### config.mk
export PLATFORM = sky130hd
export DESIGN_NAME = ccc_front
export DESIGN_NICKNAME = d
export VERILOG_FILES = /design/src/rtl/ccc_pkg.sv /design/src/rtl/ccc_front.sv
export SDC_FILE = /design/constraint.sdc
export NUM_CORES = 1
export LEC_CHECK = 0
export ABC_AREA = 1
export ABC_CLOCK_PERIOD_IN_PS = 4100
export CAP_MARGIN = 20
export CELL_PAD_IN_SITES_DETAIL_PLACEMENT = 1
export CELL_PAD_IN_SITES_GLOBAL_PLACEMENT = 1
export CORE_MARGIN = 2
export CORE_UTILIZATION = 47
export CTS_CLUSTER_SIZE = 28
export DETAILED_ROUTE_END_ITERATION = 6
export DONT_BUFFER_PORTS = 1
export GPL_ROUTABILITY_DRIVEN = 0
export PLACE_DENSITY_LB_ADDON = 0.1
export SYNTH_ARGS = -nofsm -noshare
export SYNTH_HDL_FRONTEND = slang
export SYNTH_SLANG_ARGS = --single-unit
### constraint.sdc
create_clock -name clock -period 4.1 [get_ports clock]
set_input_delay 0.82 -clock clock [delete_from_list [all_inputs] [get_ports clock]]
set_output_delay 0.82 -clock clock [all_outputs]
set_load 0.05 [all_outputs]
### src/rtl/ccc_pkg.sv
`default_nettype none
// ----------------------------------------------------------------------------
// ccc_pkg
// Shared types and constants of the cross-channel color correction block.
// ----------------------------------------------------------------------------
package ccc_pkg;

   localparam int PIXEL_W      = 8;
   localparam int SEL_W        = 4;
   localparam int VALUE_W      = 18;
   localparam int NUM_CURVES   = 9;
   localparam int NUM_CHANNELS = 3;
   localparam int MID_DEPTH    = 4;
   localparam int RSP_DEPTH    = 16;
   localparam int LANE_LAT     = 6;

   localparam logic CMD_PIXEL = 1'b0;
   localparam logic CMD_WRITE = 1'b1;

   // curve selects: primaries first, then cross curves in pairs per channel
   localparam logic [SEL_W-1:0] SEL_R    = 4'd0;
   localparam logic [SEL_W-1:0] SEL_GR   = 4'd3;
   localparam logic [SEL_W-1:0] SEL_LAST = 4'd8;

   typedef logic [1:0] chan_type;
   localparam chan_type CH_R = 2'd0;
   localparam chan_type CH_G = 2'd1;
   localparam chan_type CH_B = 2'd2;

   typedef logic [PIXEL_W-1:0]        pixel_type;
   typedef logic signed [VALUE_W-1:0] value_type;

   localparam pixel_type PIXEL_MAX = '1;

   // channel whose input byte addresses each curve
   localparam chan_type CURVE_SRC [NUM_CURVES] =
      '{CH_R, CH_G, CH_B, CH_G, CH_B, CH_R, CH_B, CH_R, CH_G};

   typedef struct packed {
      logic             is_write;
      logic [SEL_W-1:0] sel;
      pixel_type        index;
      value_type        value;
      pixel_type        red;
      pixel_type        green;
      pixel_type        blue;
   } cmd_type;

endpackage
`default_nettype wire

### src/rtl/ccc_front.sv
`default_nettype none
// ----------------------------------------------------------------------------
// ccc_front
// Accepts request words, drops ignored table writes, clamps pixel indices
// and queues the rest for the back end.
// ----------------------------------------------------------------------------
module ccc_front #(
   parameter int CURVE_DEPTH = 256
) (
   input  wire logic                          clock,
   input  wire logic                          reset,
   input  wire logic                          push,
   output logic                               full,
   input  wire logic                          command,
   input  wire ccc_pkg::pixel_type            in_red,
   input  wire ccc_pkg::pixel_type            in_green,
   input  wire ccc_pkg::pixel_type            in_blue,
   input  wire logic [ccc_pkg::SEL_W-1:0]     table_select,
   input  wire ccc_pkg::pixel_type            table_index,
   input  wire ccc_pkg::value_type            table_value,
   output logic                               mid_valid,
   output ccc_pkg::cmd_type                   mid_word,
   input  wire logic                          mid_pop
);
   import ccc_pkg::*;

   localparam int PTR_W = $clog2(MID_DEPTH);
   localparam int CNT_W = $clog2(MID_DEPTH + 1);

   cmd_type            queue_ff [MID_DEPTH];
   cmd_type            word_in;
   logic [PTR_W-1:0]   wr_ptr_ff, wr_ptr_in;
   logic [PTR_W-1:0]   rd_ptr_ff, rd_ptr_in;
   logic [CNT_W-1:0]   count_ff, count_in;
   logic               keep;
   logic               enq;
   logic               deq;

   function automatic pixel_type clamp_px(pixel_type p);
      pixel_type r;
      r = p;
      if (32'(p) >= CURVE_DEPTH) begin
         r = pixel_type'(CURVE_DEPTH - 1);
      end
      return r;
   endfunction

   always_comb begin
      word_in.is_write = (command == CMD_WRITE);
      word_in.sel      = table_select;
      word_in.index    = table_index;
      word_in.value    = table_value;
      word_in.red      = clamp_px(in_red);
      word_in.green    = clamp_px(in_green);
      word_in.blue     = clamp_px(in_blue);
      keep = (command == CMD_PIXEL) ||
             ((table_select <= SEL_LAST) && (32'(table_index) < CURVE_DEPTH));
   end

   assign full      = (count_ff == CNT_W'(MID_DEPTH));
   assign mid_valid = (count_ff != '0);
   assign mid_word  = queue_ff[rd_ptr_ff];
   assign enq       = push && !full && keep;
   assign deq       = mid_pop && mid_valid;

   always_comb begin
      wr_ptr_in = enq ? wr_ptr_ff + PTR_W'(1) : wr_ptr_ff;
      rd_ptr_in = deq ? rd_ptr_ff + PTR_W'(1) : rd_ptr_ff;
      count_in  = count_ff + CNT_W'(enq) - CNT_W'(deq);
   end

   always_ff @(posedge clock) begin
      if (reset) begin
         wr_ptr_ff <= '0;
         rd_ptr_ff <= '0;
         count_ff  <= '0;
      end else begin
         wr_ptr_ff <= wr_ptr_in;
         rd_ptr_ff <= rd_ptr_in;
         count_ff  <= count_in;
      end
   end

   always_ff @(posedge clock) begin
      if (enq) begin
         queue_ff[wr_ptr_ff] <= word_in;
      end
   end

endmodule
`default_nettype wire

==> results_dict.tcl, run 1 <==
set metrics [dict create \
    ys_ff_latch 229 \
    core_area_um2 18000 \
    post_dp_cell_area_um2 9280 \
    wl_per_cell_um 21.5 \
    synthMuxAreaShare_pct 0 \
    yosysUniqueCellTypes 18 \
    finClkSkew_ns 0.0143 \
    grt-ovfl-total 0 \
    status "finished clean" \
    min_period_ns 3.46 \
    row_count 49 \
    reg2regPathDepth 5 \
    yosysWarnings 0 \
    timing.rr.start "count_ff[1]" \
    critPathKind "flop to output pin" \
    dr.pass1.iters 4 \
    synthAdderAreaFrac_pct 1.10 \
    postSynthAreaPerCell_um2 14.3 \
    cts-root-buf "clkbuf_16" \
    maxSlewViolCount 0 \
    multi_input_area_um2 1590 \
    rsz0062_at_grt "no" \
    tns_ns 0 \
    dieWidth_um 140 \
    grtUsageTotal_pct 19.7 \
    antenna_found_initial 0 \
    synth_xor_area_share_pct 0 \
    grt_pass1_wl_mm 30.2 \
    vias 5062 \
    reg2reg_to "queue_ff[0][43]" \
    hold_path_depth 1 \
    cts_sinks 229 \
    p_leak_nw 3.47 \
    dpl.hpwl_mm 11.5 \
    dp_slack_ns 1.22 \
    yosysSeqAreaShare_pct 78.4 \
    fmax_mhz 289 \
    ff_latch_area_um2 6790 \
    hold_viol 0 \
    cp-end-kind "output pin" \
    post_cts_buffers 0 \
    fillers 1740 \
    peakVddDrop_v 0.000496 \
    htreeDepth 1 \
    die_h_um 140 \
    required_ns 3.28 \
    max-cap-violations 0 \
    mostFrequentLayoutCells "220 x edfxtp_1, 121 x nor2_1, 66 x o21ai_0" \
    syn_area_um2 8650 \
    viasPerCell 5.57 \
    grt_max_degree 111 \
    numCtsBuffers 24 \
    finalCritPeriodShare_pct 84.3 \
    synth-simple-area-share_pct 6.16 \
    grt_pass1_vias 5540 \
    hp-class "input pin to flop" \
    cts.clk_slew.worst_paths_ns 0.06 \
    min_to "count_ff[1]" \
    postRouteAntennaNets 0 \
    relSlewSlack_pct 38.0 \
    post-route-cell-area_um2 10100 \
    min_from "reset" \
    p_per_area_nw_per_um2 725 \
    tightestPinTransition_ns 0.929 \
    synth_top_family_by_area "compound AO/OA/AOI/OAI gates" \
    critPathMaxFanout 61 \
    drive_above_1_share_pct 16.3 \
    clk_latency_ns 0.51 \
    ctsHoldBuffers 0 \
    r2r_setup_slack_ns 1.64 \
    finalNetCount 728 \
    drc_errors 0 \
    whs_ns 0.366 \
    layout_commonest_cell "edfxtp_1" \
    portBuffers 0 \
    cp.arrival_ns 2.64 \
    cts_resized 0 \
    routed_wl_mm 19.5 \
    utilization_pct 56.2 \
    cts_tree "done" \
    ios 116 \
    setup_violations 0 \
    dieArea_um2 19500 \
    clock_path_buffers 3 \
    syn_nets 670 \
    crit_path_start_kind "flop" \
    drt-initial-drc-count 285 \
    synth-compound-area-share_pct 10.7 \
    initial_core_util_pct 48.0 \
    antenna_cells 0 \
    setup_ws_ns 0.645 \
    synth_cells 604 \
    area_growth_pct 17.1 \
]
==> critical path: stages (launching register included) <==
cell,delay (ns)
dfxtp_4,0.35
clkinv_2,0.69
buf_12,0.50
o21ai_0,0.22
o22ai_1,0.13
buf_4,0.21
==> per-layer routing <==
metal	part of all wire, %	global-route usage (%)	up-vias	wire length, µm
li1	-	-	2355	-
met1	41	24.5	2544	8040
met2	51	34.2	132	9870
met3	6.1	4.92	31	1190
met4	2.2	5.63	0	420
met5	0	0	-	0
==> area by class of cell <==
cell class | count | area share [%]
clock inverter | 12 | 1.53
timing repair buffer | 67 | 5.46
multi-input combinational | 319 | 15.7
inverter | 21 | 0.790
clock buffer | 31 | 6.69
tap | 229 | 2.83
sequential | 229 | 67.0
==> synth_stat cells (all sizes together) <==
cell,instances,share of area (%)
nor2,125,5.4
o22ai,55,4.0
ha,6,0.87
fa,1,0.23
dfxtp,9,2.1
nand2,13,0.56
inv,21,0.91
o21ai,112,6.5
clkbuf,18,0.78
edfxtp,220,76
nand3,3,0.17
buf,17,1.9
a21oi,4,0.27
==> flip-flops by register name, summed over array words and instances, names as in the netlist, named ones only <==
signal     flops
wr_ptr_ff      2
rd_ptr_ff      2
queue_ff     220
count_ff       3
==> cell families after synthesis <==
group,count (synthesis)
AO/OA/AOI/OAI,171
adder cells (fa/ha/maj),7
buffers and inverters,56
flip-flops,229
AND/OR/NAND/NOR,141
==> power by group <==
group,internal (mW),total (mW),leakage (nW),switching (mW)
combinational,0.567,2.23,0.989,1.66
clock,1.41,2.26,0.403,0.853
sequential,2.79,2.86,2.08,0.0622
==> through the flow <==
stage,instances,total power [mW]
after floorplan,604,4.52
after global placement,864,5.09
after detailed placement,864,5.14
after CTS,907,7.39
after global routing,908,7.62
final,908,7.34
==> worst max path at each step <==
stage / startpoint / end / slack (ns) / depth (start not counted)
after CTS: flop / mid_word[48] / 0.62 / 5
after global placement: flop / mid_word[30] / 1.27 / 5
final: flop / mid_word[48] / 0.64 / 5
after floorplan: table_select[1] / queue_ff[0][0] / 0.12 / 5
after global routing: flop / mid_word[48] / 0.52 / 5
after detailed placement: flop / mid_word[48] / 1.22 / 5
Power figures use the tool's default switching activity.
==> inputs of run 2 (changes only) <==
--- a/config.mk
+++ b/config.mk
@@ -6,12 +6,12 @@
 export NUM_CORES = 1
 export LEC_CHECK = 0
 export ABC_AREA = 1
-export ABC_CLOCK_PERIOD_IN_PS = 4100
+export ABC_CLOCK_PERIOD_IN_PS = 3400
 export CAP_MARGIN = 20
 export CELL_PAD_IN_SITES_DETAIL_PLACEMENT = 1
 export CELL_PAD_IN_SITES_GLOBAL_PLACEMENT = 1
 export CORE_MARGIN = 2
-export CORE_UTILIZATION = 47
+export CORE_UTILIZATION = 52
 export CTS_CLUSTER_SIZE = 28
 export DETAILED_ROUTE_END_ITERATION = 6
 export DONT_BUFFER_PORTS = 1
==> constraint.sdc (replaced) <==
create_clock -name clock -period 3.4 [get_ports clock]
set_input_delay 0.68 -clock clock [delete_from_list [all_inputs] [get_ports clock]]
set_output_delay 0.68 -clock clock [all_outputs]
set_load 0.05 [all_outputs]
==> run 2 against run 1 <==
Compared with the run above: first-iteration DRC count decreased by 8.4%; clock skew decreased by 0.0091 ns; wire length decreased by 3.2%; global-route usage increased by 1.5 points; worst setup slack got worse by 0.087 ns; critical path type unchanged; critical endpoint is now mid_word[53].
==> results_dict.tcl, run 2 (synthesis results as in run 1) <==
set metrics [dict create \
    die_h_um 133 \
    wl_met2_mm 9.81 \
    setup_ws_ns 0.558 \
    drc_errors 0 \
    dpl.hpwl_mm 10.9 \
    portBuffers 0 \
    initial_core_util_pct 52.7 \
    dieWidth_um 133 \
    clk_latency_ns 0.51 \
    dr.pass1.iters 4 \
    numCtsBuffers 24 \
    postRouteAntennaNets 0 \
    tns_ns 0 \
    fmax_mhz 352 \
    largest_reg_flops 220 \
    netSwitchingFraction_pct 35.9 \
    routed_wl_mm 18.9 \
    finalNetCount 731 \
    critPathMaxFanout 30 \
    cts_tree "done" \
    crit_path_start_kind "flop" \
    p_int_mw 5.54 \
    dp_slack_ns 0.743 \
    wl_met3_mm 1.42 \
    cp-end-kind "output pin" \
    viasPerCell 5.68 \
    grt_pass1_wl_mm 28.9 \
    layout_commonest_cell "edfxtp_1" \
    met1_length_mm 7.45 \
    required_ns 2.72 \
    min_from "reset" \
    area_growth_pct 16.4 \
    setup_violations 0 \
    cts_sinks 229 \
    relSlewSlack_pct 41.8 \
    finalCritPeriodShare_pct 83.6 \
    grt-ovfl-total 0 \
    min_period_ns 2.84 \
    post_cts_buffers 0 \
    htreeDepth 1 \
    antenna_found_initial 0 \
    tightestPinTransition_ns 0.870 \
    timing.rr.start "count_ff[1]" \
    reg_top3 "queue_ff: 220 flops, count_ff: 3 flops" \
    cts-root-buf "clkbuf_16" \
    rsz0062_at_grt "no" \
    grtUsageTotal_pct 21.2 \
    dp_cells 858 \
    p_sw_mw 3.10 \
    routed.top_layer "met4" \
    finClkSkew_ns 0.00526 \
    core_area_um2 16400 \
    critPathKind "flop to output pin" \
    pwr-share-comb_pct 31.0 \
    cts.clk_slew.worst_paths_ns 0.06 \
    maxSlewViolCount 0 \
    p_per_area_nw_per_um2 858 \
    fillers 1542 \
    pwr-share-seq_pct 40.0 \
    peakVddDrop_v 0.000500 \
    ios 116 \
    cp.arrival_ns 2.16 \
    ctsHoldBuffers 0 \
    grt_pass1_vias 5521 \
    drt-initial-drc-count 261 \
    max-cap-violations 0 \
    p_leak_nw 3.47 \
    hold_viol 0 \
    drive_above_1_share_pct 16.8 \
    clockPowerShare_pct 29.0 \
    antenna_cells 0 \
    mostFrequentLayoutCells "220 x edfxtp_1, 121 x nor2_1, 67 x buf_4" \
    vias 5125 \
    row_count 47 \
    finalNonFillerCells 903 \
    utilization_pct 61.4 \
    regMostFlops "queue_ff" \
    power_mw 8.64 \
    wl_per_cell_um 20.9 \
    grt_max_degree 111 \
    dieArea_um2 17700 \
    clock_path_buffers 3 \
    hp-class "input pin to flop" \
    cts_resized 0 \
    status "finished clean" \
]
[run 2: critical path: stages (launching register included)]
cell,delay [ns]
dfxtp_4,0.35
clkinv_2,0.35
buf_4,0.40
o21ai_0,0.22
o22ai_1,0.12
buf_4,0.20
[run 2: final cells by class]
cell class,count,area (µm²),area share [%]
flip-flops and latches,229,6790,67.4
repair buffers,70,571,5.67
inverters,21,80.1,0.795
clock inverters,18,136,1.35
clock buffers,26,629,6.25
well taps,220,275,2.73
multi-input cells,319,1590,15.8
[run 2: routing by layer]
metal / vias to the layer above / global-route usage, %
li1: 2366 / -
met2: 135 / 37.9
met5: - / 0
met1: 2609 / 25.0
met3: 15 / 6.32
met4: 0 / 5.79
[run 2: power by group through the flow]
stage          sequential [mW]  clock (mW)  combinational, mW
2_1_floorplan             3.50           0               1.95
3_3_place_gp              3.50           0               2.61
3_5_place_dp              3.51           0               2.66
4_1_cts                   3.46        2.55               2.68
5_1_grt                   3.47        2.65               2.85
6_report                  3.45        2.51               2.67
[run 2: through the flow]
step	area, µm²	hold slack [ns]
6_report	10100	0.240
5_1_grt	10100	0.226
4_1_cts	10000	0.224
3_5_place_dp	9280	0.488
3_3_place_gp	9280	0.474
2_1_floorplan	8650	0.450
[run 2: worst paths after layout]
path / end / slack (ns) / depth (start not counted)
worst min register to register: flop / 0.53 / 4
worst max-delay path: mid_word[53] / 0.56 / 5
worst min-delay path: count_ff[0] / 0.24 / 1
worst max register to register: count_ff[2] / 1.02 / 10
